<file path="src/hdl/abac_pkg.sv">
// abac_pkg: shared types and constants of the approach brake angle controller
// used by abac_cfg, abac_ctrl, abac_dp and the top level; no dependencies
`default_nettype none

package abac_pkg;

	// configuration register indexes
	localparam logic [2:0] REG_TICK_INTERVAL  = 3'd0;
	localparam logic [2:0] REG_RELEASE_ANGLE  = 3'd1;
	localparam logic [2:0] REG_FULL_ANGLE     = 3'd2;
	localparam logic [2:0] REG_LONG_STOP      = 3'd3;
	localparam logic [2:0] REG_IMMEDIATE_STOP = 3'd4;
	localparam logic [2:0] REG_REQUIRED       = 3'd5;
	localparam logic [2:0] REG_HOLD_TIME      = 3'd6;
	localparam logic [2:0] REG_RAMP_TIME      = 3'd7;

	// register reset values
	localparam logic [15:0] TICK_RESET      = 16'd100;
	localparam logic [7:0]  RELEASE_RESET   = 8'd90;
	localparam logic [7:0]  FULL_RESET      = 8'd0;
	localparam logic [15:0] LONG_RESET      = 16'd10;
	localparam logic [15:0] IMMEDIATE_RESET = 16'd3;
	localparam logic [15:0] REQUIRED_RESET  = 16'd2;
	localparam logic [31:0] HOLD_RESET      = 32'd2000;
	localparam logic [31:0] RAMP_RESET      = 32'd1000;

	// request widths
	localparam int IN_BYTES  = 11;
	localparam int OUT_BYTES = 5;

	typedef struct packed {
		logic [15:0] tick_interval;
		logic [7:0]  release_angle;
		logic [7:0]  full_angle;
		logic [15:0] long_stop_frames;
		logic [15:0] immediate_stop_frames;
		logic [15:0] required_frames;
		logic [31:0] hold_time;
		logic [31:0] ramp_time;
	} cfg_t;

	// controller to datapath
	typedef struct packed {
		logic load_in;
		logic eval;
		logic angle;
		logic div_init;
		logic div_step;
		logic load_out;
	} cmd_t;

	// datapath to controller
	typedef struct packed {
		logic need_div;
		logic div_last;
		logic out_free;
	} sts_t;

endpackage

`default_nettype wire

</file>
<file path="src/hdl/abac_cfg.sv">
// abac_cfg: configuration register file written through the config channel
// depends on abac_pkg
`default_nettype none

module abac_cfg
	import abac_pkg::*;
(
	input  wire logic        clk,
	input  wire logic        arst_n,
	input  wire logic        wr_en,
	input  wire logic [2:0]  wr_index,
	input  wire logic [31:0] wr_data,
	output cfg_t             cfg
);

	cfg_t cfg_q;

	// register writes by index
	always_ff @(posedge clk or negedge arst_n) begin
		if (!arst_n) begin
			cfg_q.tick_interval         <= TICK_RESET;
			cfg_q.release_angle         <= RELEASE_RESET;
			cfg_q.full_angle            <= FULL_RESET;
			cfg_q.long_stop_frames      <= LONG_RESET;
			cfg_q.immediate_stop_frames <= IMMEDIATE_RESET;
			cfg_q.required_frames       <= REQUIRED_RESET;
			cfg_q.hold_time             <= HOLD_RESET;
			cfg_q.ramp_time             <= RAMP_RESET;
		end else if (wr_en) begin
			unique case (wr_index)
				REG_TICK_INTERVAL:  cfg_q.tick_interval         <= wr_data[15:0];
				REG_RELEASE_ANGLE:  cfg_q.release_angle         <= wr_data[7:0];
				REG_FULL_ANGLE:     cfg_q.full_angle            <= wr_data[7:0];
				REG_LONG_STOP:      cfg_q.long_stop_frames      <= wr_data[15:0];
				REG_IMMEDIATE_STOP: cfg_q.immediate_stop_frames <= wr_data[15:0];
				REG_REQUIRED:       cfg_q.required_frames       <= wr_data[15:0];
				REG_HOLD_TIME:      cfg_q.hold_time             <= wr_data;
				REG_RAMP_TIME:      cfg_q.ramp_time             <= wr_data;
				default:            cfg_q.tick_interval         <= cfg_q.tick_interval;
			endcase
		end
	end

	assign cfg = cfg_q;

endmodule

`default_nettype wire

</file>
<file path="src/hdl/abac_ctrl.sv">
// abac_ctrl: sequencing state machine, one request at a time
// depends on abac_pkg; drives commands into abac_dp
`default_nettype none

module abac_ctrl
	import abac_pkg::*;
(
	input  wire logic clk,
	input  wire logic arst_n,
	input  wire logic in_valid,
	output logic      in_ready,
	input  wire sts_t sts,
	output cmd_t      cmd
);

	localparam logic [2:0] ST_IDLE  = 3'd0;
	localparam logic [2:0] ST_EVAL  = 3'd1;
	localparam logic [2:0] ST_ANGLE = 3'd2;
	localparam logic [2:0] ST_DINIT = 3'd3;
	localparam logic [2:0] ST_DIV   = 3'd4;
	localparam logic [2:0] ST_FIN   = 3'd5;

	logic [2:0] state_q;
	logic [2:0] state_d;

	// next state and commands
	always_comb begin
		state_d = state_q;
		cmd     = '0;
		unique case (state_q)
			ST_IDLE: begin
				if (in_valid) begin
					cmd.load_in = 1'b1;
					state_d     = ST_EVAL;
				end
			end
			ST_EVAL: begin
				cmd.eval = 1'b1;
				state_d  = ST_ANGLE;
			end
			ST_ANGLE: begin
				cmd.angle = 1'b1;
				state_d   = ST_DINIT;
			end
			ST_DINIT: begin
				cmd.div_init = 1'b1;
				state_d      = sts.need_div ? ST_DIV : ST_FIN;
			end
			ST_DIV: begin
				cmd.div_step = 1'b1;
				if (sts.div_last) begin
					state_d = ST_FIN;
				end
			end
			ST_FIN: begin
				if (sts.out_free) begin
					cmd.load_out = 1'b1;
					state_d      = ST_IDLE;
				end
			end
			default: state_d = ST_IDLE;
		endcase
	end

	assign in_ready = (state_q == ST_IDLE);

	// state register
	always_ff @(posedge clk or negedge arst_n) begin
		if (!arst_n) begin
			state_q <= ST_IDLE;
		end else begin
			state_q <= state_d;
		end
	end

endmodule

`default_nettype wire

</file>
<file path="src/hdl/abac_dp.sv">
// abac_dp: evaluation state, angle selection, ramp divider and output register
// depends on abac_pkg; commanded by abac_ctrl
`default_nettype none

module abac_dp
	import abac_pkg::*;
#(
	parameter int SERVO_LOW  = 0,
	parameter int SERVO_HIGH = 180,
	parameter int COUNT_BITS = 16
) (
	input  wire logic                    clk,
	input  wire logic                    arst_n,
	input  wire cfg_t                    cfg,
	input  wire cmd_t                    cmd,
	output sts_t                         sts,
	input  wire logic [IN_BYTES*8-1:0]   in_data,
	output logic                         out_valid,
	input  wire logic                    out_ready,
	output logic [OUT_BYTES*8-1:0]       out_data
);

	localparam int CMPW = (COUNT_BITS > 16) ? COUNT_BITS : 16;
	localparam logic [COUNT_BITS-1:0] CNT_MAX = '1;
	localparam logic signed [10:0] LOW_S  = 11'(SERVO_LOW);
	localparam logic signed [10:0] HIGH_S = 11'(SERVO_HIGH);

	// captured request
	logic [31:0] now_q;
	logic [7:0]  left_q;
	logic [7:0]  right_q;
	logic        np_q;
	logic [31:0] start_q;

	// controller state of the model
	logic [31:0]           last_eval_q;
	logic [7:0]            fused_q;
	logic [COUNT_BITS-1:0] app_cnt_q;
	logic [COUNT_BITS-1:0] fb_cnt_q;
	logic                  stop_valid_q;
	logic [31:0]           deadline_q;
	logic [7:0]            held_q;

	// per-request working registers
	logic [7:0]  angle_q;
	logic        hold_q;
	logic        ramp_full_q;
	logic        span_neg_q;
	logic [39:0] prod_q;
	logic [31:0] rem_q;
	logic [7:0]  shift_q;
	logic [7:0]  quo_q;
	logic [2:0]  step_q;
	logic        out_valid_q;
	logic [OUT_BYTES*8-1:0] out_q;

	// evaluation terms
	logic [31:0]           since_eval;
	logic                  do_eval;
	logic [7:0]            fused_n;
	logic [COUNT_BITS-1:0] app_inc;
	logic [COUNT_BITS-1:0] fb_inc;
	logic                  approach;
	logic                  at_full;
	logic                  sv_set;

	assign since_eval = now_q - last_eval_q;
	assign do_eval    = since_eval >= {16'd0, cfg.tick_interval};
	assign fused_n    = (left_q < right_q) ? left_q : right_q;
	assign app_inc    = (app_cnt_q == CNT_MAX) ? app_cnt_q : app_cnt_q + 1'b1;
	assign fb_inc     = (fb_cnt_q == CNT_MAX) ? fb_cnt_q : fb_cnt_q + 1'b1;
	assign approach   = fused_n < cfg.release_angle;
	assign at_full    = fused_n == cfg.full_angle;
	assign sv_set     = ((fused_n > cfg.full_angle) &&
	                     (CMPW'(app_inc) >= CMPW'(cfg.long_stop_frames))) ||
	                    (at_full && (CMPW'(fb_inc) >= CMPW'(cfg.immediate_stop_frames)));

	// count of approach frames reaches the live-drive threshold
	logic        live;
	assign live = CMPW'(app_cnt_q) >= CMPW'(cfg.required_frames);

	// request capture
	always_ff @(posedge clk) begin
		if (cmd.load_in) begin
			now_q   <= in_data[31:0];
			left_q  <= in_data[39:32];
			right_q <= in_data[47:40];
			np_q    <= in_data[48];
			start_q <= in_data[80:49];
		end
	end

	// fused approach evaluation and angle hold state
	always_ff @(posedge clk or negedge arst_n) begin
		if (!arst_n) begin
			last_eval_q  <= '0;
			fused_q      <= RELEASE_RESET;
			app_cnt_q    <= '0;
			fb_cnt_q     <= '0;
			stop_valid_q <= 1'b0;
			deadline_q   <= '0;
			held_q       <= RELEASE_RESET;
		end else if (cmd.eval && do_eval) begin
			last_eval_q <= now_q;
			fused_q     <= fused_n;
			if (approach) begin
				app_cnt_q <= app_inc;
				fb_cnt_q  <= at_full ? fb_inc : '0;
				if (sv_set) begin
					stop_valid_q <= 1'b1;
				end
			end else begin
				if (stop_valid_q && live) begin
					deadline_q <= now_q + cfg.hold_time;
				end
				app_cnt_q    <= '0;
				fb_cnt_q     <= '0;
				stop_valid_q <= 1'b0;
			end
		end else if (cmd.angle && live) begin
			held_q <= fused_q;
		end
	end

	// ramp terms
	logic [31:0] elapsed;
	logic        span_neg;
	logic [7:0]  span_mag;
	assign elapsed  = now_q - start_q;
	assign span_neg = cfg.full_angle < cfg.release_angle;
	assign span_mag = span_neg ? (cfg.release_angle - cfg.full_angle)
	                           : (cfg.full_angle - cfg.release_angle);

	// divider step: quotient stays below 256 since elapsed < ramp_time
	logic [32:0] trial;
	logic        qbit;
	assign trial = {rem_q, shift_q[7]};
	assign qbit  = trial >= {1'b0, cfg.ramp_time};

	// angle selection, ramp product and divider
	always_ff @(posedge clk) begin
		if (cmd.angle) begin
			hold_q      <= now_q < deadline_q;
			angle_q     <= live ? fused_q :
			               ((now_q < deadline_q) ? held_q : cfg.release_angle);
			ramp_full_q <= elapsed >= cfg.ramp_time;
			span_neg_q  <= span_neg;
			prod_q      <= elapsed * span_mag;
		end
		if (cmd.div_init) begin
			rem_q   <= prod_q[39:8];
			shift_q <= prod_q[7:0];
			quo_q   <= '0;
		end else if (cmd.div_step) begin
			rem_q   <= qbit ? 32'(trial - {1'b0, cfg.ramp_time}) : trial[31:0];
			shift_q <= {shift_q[6:0], 1'b0};
			quo_q   <= {quo_q[6:0], qbit};
		end
	end

	// step counter of the divider
	always_ff @(posedge clk or negedge arst_n) begin
		if (!arst_n) begin
			step_q <= '0;
		end else if (cmd.div_init) begin
			step_q <= '0;
		end else if (cmd.div_step) begin
			step_q <= step_q + 1'b1;
		end
	end

	// ramp limit, minimum and servo clamp
	logic signed [10:0] lim;
	logic signed [10:0] ang_s;
	logic signed [10:0] sel;
	logic signed [10:0] clamped;
	logic [7:0]         brake;
	always_comb begin
		if (ramp_full_q) begin
			lim = 11'(cfg.full_angle);
		end else if (span_neg_q) begin
			lim = 11'(cfg.release_angle) - 11'(quo_q);
		end else begin
			lim = 11'(cfg.release_angle) + 11'(quo_q);
		end
		ang_s = 11'(angle_q);
		sel   = (np_q && (lim < ang_s)) ? lim : ang_s;
		if (sel < LOW_S) begin
			clamped = LOW_S;
		end else if (sel > HIGH_S) begin
			clamped = HIGH_S;
		end else begin
			clamped = sel;
		end
		brake = clamped[7:0];
	end

	logic [CMPW-1:0] app_ext;
	assign app_ext = CMPW'(app_cnt_q);

	// output register
	always_ff @(posedge clk or negedge arst_n) begin
		if (!arst_n) begin
			out_valid_q <= 1'b0;
		end else if (cmd.load_out) begin
			out_valid_q <= 1'b1;
		end else if (out_ready) begin
			out_valid_q <= 1'b0;
		end
	end

	always_ff @(posedge clk) begin
		if (cmd.load_out) begin
			out_q <= {7'd0, hold_q, app_ext[15:0], fused_q, brake};
		end
	end

	assign out_valid    = out_valid_q;
	assign out_data     = out_q;
	assign sts.need_div = np_q && !ramp_full_q;
	assign sts.div_last = step_q == 3'd7;
	assign sts.out_free = !out_valid_q || out_ready;

endmodule

`default_nettype wire

</file>
<file path="src/hdl/approach_brake_angle_controller.sv">
// approach_brake_angle_controller: top level, config registers, controller, datapath
// sequence: request accept, evaluation, angle select, divider init, then the finish state
// loads the result register once it is free; the no-pulse ramp adds its 8-step serial
// divide before finish; one request in flight, so a new request is taken only after the last
// is loaded, and the result register lets the next request in while a result waits
// reset: arst_n asynchronous active low, registers back to defaults, angles at 90
`default_nettype none

module approach_brake_angle_controller
	import abac_pkg::*;
#(
	parameter int SERVO_LOW  = 0,
	parameter int SERVO_HIGH = 180,
	parameter int COUNT_BITS = 16
) (
	input  wire logic                  clk,
	input  wire logic                  arst_n,
	// now_ms[31:0], left_angle[39:32], right_angle[47:40], no_pulse[48],
	// response_start_ms[80:49], zero fill
	input  wire logic                  s_axis_tvalid,
	output logic                       s_axis_tready,
	input  wire logic [IN_BYTES*8-1:0] s_axis_tdata,
	// brake_angle[7:0], fused_angle[15:8], approach_frames[31:16],
	// hold_active[32], zero fill
	output logic                       m_axis_tvalid,
	input  wire logic                  m_axis_tready,
	output logic [OUT_BYTES*8-1:0]     m_axis_tdata,
	// configuration writes
	input  wire logic                  cfg_valid,
	output logic                       cfg_ready,
	input  wire logic [2:0]            cfg_index,
	input  wire logic [31:0]           cfg_data
);

	cfg_t cfg;
	cmd_t cmd;
	sts_t sts;

	assign cfg_ready = 1'b1;

	abac_cfg u_cfg (
		.clk      (clk),
		.arst_n   (arst_n),
		.wr_en    (cfg_valid),
		.wr_index (cfg_index),
		.wr_data  (cfg_data),
		.cfg      (cfg)
	);

	abac_ctrl u_ctrl (
		.clk      (clk),
		.arst_n   (arst_n),
		.in_valid (s_axis_tvalid),
		.in_ready (s_axis_tready),
		.sts      (sts),
		.cmd      (cmd)
	);

	abac_dp #(
		.SERVO_LOW  (SERVO_LOW),
		.SERVO_HIGH (SERVO_HIGH),
		.COUNT_BITS (COUNT_BITS)
	) u_dp (
		.clk       (clk),
		.arst_n    (arst_n),
		.cfg       (cfg),
		.cmd       (cmd),
		.sts       (sts),
		.in_data   (s_axis_tdata),
		.out_valid (m_axis_tvalid),
		.out_ready (m_axis_tready),
		.out_data  (m_axis_tdata)
	);

endmodule

`default_nettype wire

</file>
<file path="config.mk">
export PLATFORM = sky130hd
export DESIGN_NAME = approach_brake_angle_controller
export DESIGN_NICKNAME = d
export VERILOG_FILES = /design/src/hdl/abac_pkg.sv /design/src/hdl/abac_cfg.sv /design/src/hdl/abac_ctrl.sv /design/src/hdl/abac_dp.sv /design/src/hdl/approach_brake_angle_controller.sv
export SDC_FILE = /design/constraint.sdc
export NUM_CORES = 2
export LEC_CHECK = 0
export BUFFER_PORTS_ARGS = -buffer_cell sky130_fd_sc_hd__clkbuf_2
export CORE_MARGIN = 5
export CORE_UTILIZATION = 35
export DETAILED_ROUTE_END_ITERATION = 10
export SETUP_SLACK_MARGIN = 0.2
export SLEW_MARGIN = 10
export SYNTH_ARGS = -nofsm -noshare
export SYNTH_HDL_FRONTEND = slang
export SYNTH_HIERARCHICAL = 1
export SYNTH_SLANG_ARGS = --single-unit
</file>
<file path="constraint.sdc">
create_clock -name clk -period 13.2 [get_ports clk]
set_input_delay 0 -clock clk [delete_from_list [all_inputs] [get_ports clk]]
set_output_delay 0 -clock clk [all_outputs]
set_load 0.01 [all_outputs]
</file>
# Yosys cells after proc, flatten, opt, wreduce, memory -nomap -nowiden
# Index checks and enable logic that the tools add are counted.
# classes
eq_ne	20
bitwise_logic	2
mul	1
addsub	11
n_lt_le_gt_ge	14
reduce_logical	28
muxes	37
# op_table
operator	n
$mux W32	3
$sub A32 B32 Y32	3
$mux W16	5
$mux W8	7
$ge A16 B16 Y1	3
$mul A32 B8 Y40	1
$ge A33 B32 Y1	1
$mux W11	3
$add A16 B1 Y16 const B	2
$add A32 B32 Y32	1
$eq A16 B16 Y1 const B	2
$ge A32 B16 Y1	1
$ge A32 B32 Y1	1
$lt A32 B32 Y1	1
$lt A8 B8 Y1	3
$eq A3 B3 Y1 const B	7
$reduce_and A2 Y1	10
$pmux W3 S6	1
$sub A8 B8 Y8	2
$mux W3	5
$mux W1	13
$eq A3 B2 Y1 const B	4
$gt A11 B9 Y1 const B	1
$lt A11 B1 Y1 const B	1
other kinds (16)	32
# word_totals
output_inout_bits	43
input_bits	128
reg_bits	477

# Depth between registers and ports, before layout
# depth
ltp_word	8
depth_mapped	36
mapped_depth_nobuf	35

# Modules after synthesis
# The synthesis kept the hierarchy.
# modules_own_cells
mod	n_inst	seq_area_each_um2	area_each_um2	cells_each
abac_dp	1	9253.9	32381.1	3471
abac_cfg	1	3633.5	5507.8	313
abac_ctrl	1	75.1	206.4	24
approach_brake_angle_controller	1	0.0	11.3	2

# Least setup slack after synthesis
# Ideal clock, no wire load.
# synth_timing
kind	flip-flop to flip-flop
start	reg u_cfg.cfg_q (netlist bit u_cfg/cfg[121])
end	reg u_dp.prod_q[38], data pin
path_slack_ps	4880
t_arrival_ps	8140
required_ps	13020
path_stages_with_launch	33
setup_time_ps	180
path_buffers	1
path_cell_list	dfstp_2 inv_1 fa_1 a21o_1 a211oi_1 o21ai_0 nand2_1 mux2i_1 a221oi_1 o21ai_0 a221oi_1 o21ai_0 xnor2_1 clkbuf_1 nor2_1 fa_1 fa_1 fa_1 inv_1 fa_1 inv_1 ha_1 a21o_1 o32a_1 o311a_1 nand4_1 o31ai_1 o2111a_1 and3_1 o41ai_2 o2111ai_1 o211a_1 o311ai_1
# synth_via
elab_chain_len	3
word_cells_on_any_way	5
classes_between	2 x add/sub; 1 x mul; 1 x order compare; 1 x mux
# synth_lines
item	line_no	source
start: declaration	abac_cfg.sv:16	cfg_t cfg_q;
$sub A8 B8 Y8, or another cell as far along	abac_dp.sv:132	: (cfg.full_angle - cfg.release_angle);
$mux W8 (*)	abac_dp.sv:131	assign span_mag = span_neg ? (cfg.release_angle - cfg.full_angle)
$mul A32 B8 Y40 (*)	abac_dp.sv:148	prod_q <= elapsed * span_mag;
end signal: assignment	abac_dp.sv:148	
end: declaration	abac_dp.sv:49	logic [39:0] prod_q;
# Every way passes the cells marked *; elsewhere a longest branch is shown, timed or not.
# A chain may end at the register's enable or synchronous reset.

# Worst setup path after layout
# Ends and elaborated chain as after synthesis.

==> impl_metrics.env <==
export IMPL_io_buffers=155
export IMPL_ys_flop_type="dfrtp_1"
export IMPL_grt_max_degree=91
export IMPL_nets=4750
export IMPL_slew_violations=0
export IMPL_post_route_period_util_pct=76.0
export IMPL_yosysWarnings=6
export IMPL_layout_setup_ws_ns=3.17
export IMPL_cts_sinks=477
export IMPL_die_width_microns=340
export IMPL_end_kind="register"
export IMPL_final_common_cell="inv_1"
export IMPL_setup_viol=0
export IMPL_r2r_end="u_dp/prod_q[38]"
export IMPL_critPathMaxStageDelay_ns=0.69
export IMPL_worst_r2r_path_depth=32
export IMPL_wl_microns=97800
export IMPL_die_area_sq_um=116000
export IMPL_cp_max_fo=32
export IMPL_vias_per_cell=5.12
export IMPL_initial_utilization_pct=35.1
export IMPL_cts_tree="yes"
export IMPL_cts_root_buf="clkbuf_16"
export IMPL_netlist_instances=3810
export IMPL_grt_pass1_wl_microns=159000
export IMPL_hpwl_microns=73000
export IMPL_max_cap_violations=0
export IMPL_crit_top_cell="fa_1"
export IMPL_groute_usage_overall_pct=16.9
export IMPL_r2r_start="u_cfg/cfg[121]"
export IMPL_synth_cell_types=96
export IMPL_drtIter0Drc=1431
export IMPL_top_layer="met5"
export IMPL_path_delay_family="compound AO/OA/AOI/OAI gates"
export IMPL_wl_met2_microns=45600
export IMPL_coreArea_sq_um=109000
export IMPL_syn_cell_area_sq_um=38100
export IMPL_fill_cells=10582
export IMPL_cp_arrival_ns=10.46
export IMPL_rsz0062_at_grt="no"
export IMPL_synthArstFlopShare_pct=55.3
export IMPL_fin_crit_ns=10.03
export IMPL_vias=28260
export IMPL_timing_setup_tns_ns=0
export IMPL_die_h_microns=340
export IMPL_synth_top_area_cell="edfxtp_1"
export IMPL_routedWlPerCell_microns=17.7
export IMPL_rows=121
export IMPL_fmaxAchievable_mhz=99.7
export IMPL_drtAntennaViolNets=0
export IMPL_ctsResizeCount=0
export IMPL_status="finished with violations"
export IMPL_worst_pin_slew_ns=1.17
export IMPL_synth_seq_area_share_pct=34.0
export IMPL_worst_setup_path_type="register to register"
export IMPL_netlist_top_cells_area="edfxtp_1 (16%), dfrtp_1 (15%), ha_1 (12%)"
export IMPL_syn_area_per_cell_sq_um=10.0
export IMPL_violations="negative hold slack"
export IMPL_ys_ff_latch=477
export IMPL_hp_class="input port to async pin"
export IMPL_final_cell_mix="inv_1 (518), nor2_1 (378), ha_1 (376)"
export IMPL_hold_violations=14
export IMPL_required_ns=13.63
export IMPL_cp_slowest_cell="dfstp_2"
export IMPL_boundaryPins=171
export IMPL_holdWs_ns=-0.0250
export IMPL_drc_errors=0
export IMPL_drive_gt1_share_pct=15.0
export IMPL_h_tree_depth=2
export IMPL_ff2ff_setup_slack_ns=3.17
export IMPL_cts_made_buffers=55
export IMPL_wl_met3_microns=4690
export IMPL_overflow=0
export IMPL_place_congestion=0.855
export IMPL_pre_cts_ws_ns=3.30
export IMPL_wirelength_met1_microns=45300
export IMPL_antenna_found_initial=4
export IMPL_clkLatencyLatePin_ns=0.63
export IMPL_first_pass_iters=6
export IMPL_clk_path_buf_depth=3
export IMPL_syn2layout_area_growth_pct=14.2
export IMPL_grt_pass1_vias=29004
export IMPL_skew_ns=0.0158
export IMPL_synth_edff_count=205
export IMPL_yosysTopAreaCellShare_pct=16.2
export IMPL_start_kind="register"
export IMPL_max_slew_margin_pct=22.0
export IMPL_worst_path_buf_inv=4
export IMPL_clkTransAtPathRegs_ns=0.07
==> worst max-delay path by stage <==
stage               slack (ns)              end  depth (start not counted)           start
floorplan                 4.88  u_dp/prod_q[38]                         32  u_cfg/cfg[121]
CTS                       3.23  u_dp/prod_q[38]                         32  u_cfg/cfg[121]
global placement          3.48  u_dp/prod_q[38]                         32  u_cfg/cfg[121]
global route              2.65  u_dp/prod_q[38]                         32  u_cfg/cfg[121]
finish                    3.17  u_dp/prod_q[38]                         32  u_cfg/cfg[121]
detailed placement        3.30  u_dp/prod_q[38]                         32  u_cfg/cfg[121]
==> flip-flops by register name, indices dropped and copies added, names as in the netlist, 8 cells and up <==
name,count
u_dp/angle_q,8
u_dp/last_eval_q,32
u_cfg/cfg,144
u_dp/left_q,8
u_dp/now_q,32
u_dp/app_cnt_q,16
u_dp/out_data,33
u_dp/fb_cnt_q,16
u_dp/quo_q,8
u_dp/deadline_q,32
u_dp/shift_q,8
u_dp/rem_q,32
u_dp/prod_q,40
u_dp/fused_q,8
u_dp/start_q,32
u_dp/held_q,8
u_dp/right_q,8
==> kinds of logic after synthesis <==
kind of cell               synth area share, %
and+or+nand+nor                           11.8
other                                   0.0197
DFF                                       34.0
muxes                                     8.72
buffers and inverters                     6.74
xor gates and xnor gates                  3.70
AOI/OAI and AO/OA                         12.7
adders and majority gates                 22.2
==> layout make-up <==
cell class	instances	area (sq um)	area share, %
Multi-Input combinational cell	2704	22700	52.2
Sequential cell	477	13000	29.8
Timing Repair Buffer	302	2180	5.01
Inverter	518	1940	4.47
Tap cell	1414	1770	4.07
Clock buffer	63	1490	3.42
Clock inverter	41	449	1.03
Antenna cell	1	2.50	0.00575
==> worst register-to-register path: cells and delay by family, from the launching register on <==
family	cells	cell delay, ns
buffers and inverters	4	0.66
DFF	1	0.69
xor gates and xnor gates	1	0.15
adders and majority gates	6	2.90
AOI/OAI and AO/OA	16	4.17
muxes	1	0.25
and+or+nand+nor	4	1.01
==> per-stage QoR <==
stage                     util [%]  cell area (sq um)  instances  hold WS [ns]
after CTS                     40.1              43500       5519       0.00382
after floorplan                  -              38100       3816        -0.296
after global placement        37.2              40400       5298        0.0842
after global routing          40.1              43500       5519        0.0549
final                         40.1              43500       5520       -0.0250
after detailed placement      37.2              40400       5298        0.0846
==> layer usage <==
metal | vias up | global-route usage, %
met5 | - | 0
met4 | 2 | 4.13
met3 | 124 | 2.19
met2 | 649 | 28.5
met1 | 13809 | 23.2
li1 | 13676 | -
==> Yosys cell counts, drive strengths merged, types with 25 or more instances <==
library cell  instances
nand2               161
o21ai               168
inv                 518
o21a                 38
edfxtp              205
or2                  48
mux2                237
a211oi               35
nor2b                45
mux2i                60
nand4                52
and3                 25
nand3                52
ha                  376
clkbuf               65
o21bai               30
dfstp                32
xnor2               103
a21oi               190
a21o                118
dfrtp               232
buf                  52
fa                  188
xor2                 58
nor3                 42
nor2                381
nand2b               61
==> timing repair <==
action,CTS,global route
hold buffers,117,0
hold endpoints to repair,326,0
endpoints found under the setup margin,0,0
buffers inserted,0,0
Power is left out: the tool's default activity adds up to more than one toggle a clock period on the data nets, which glitch-free logic cannot reach.
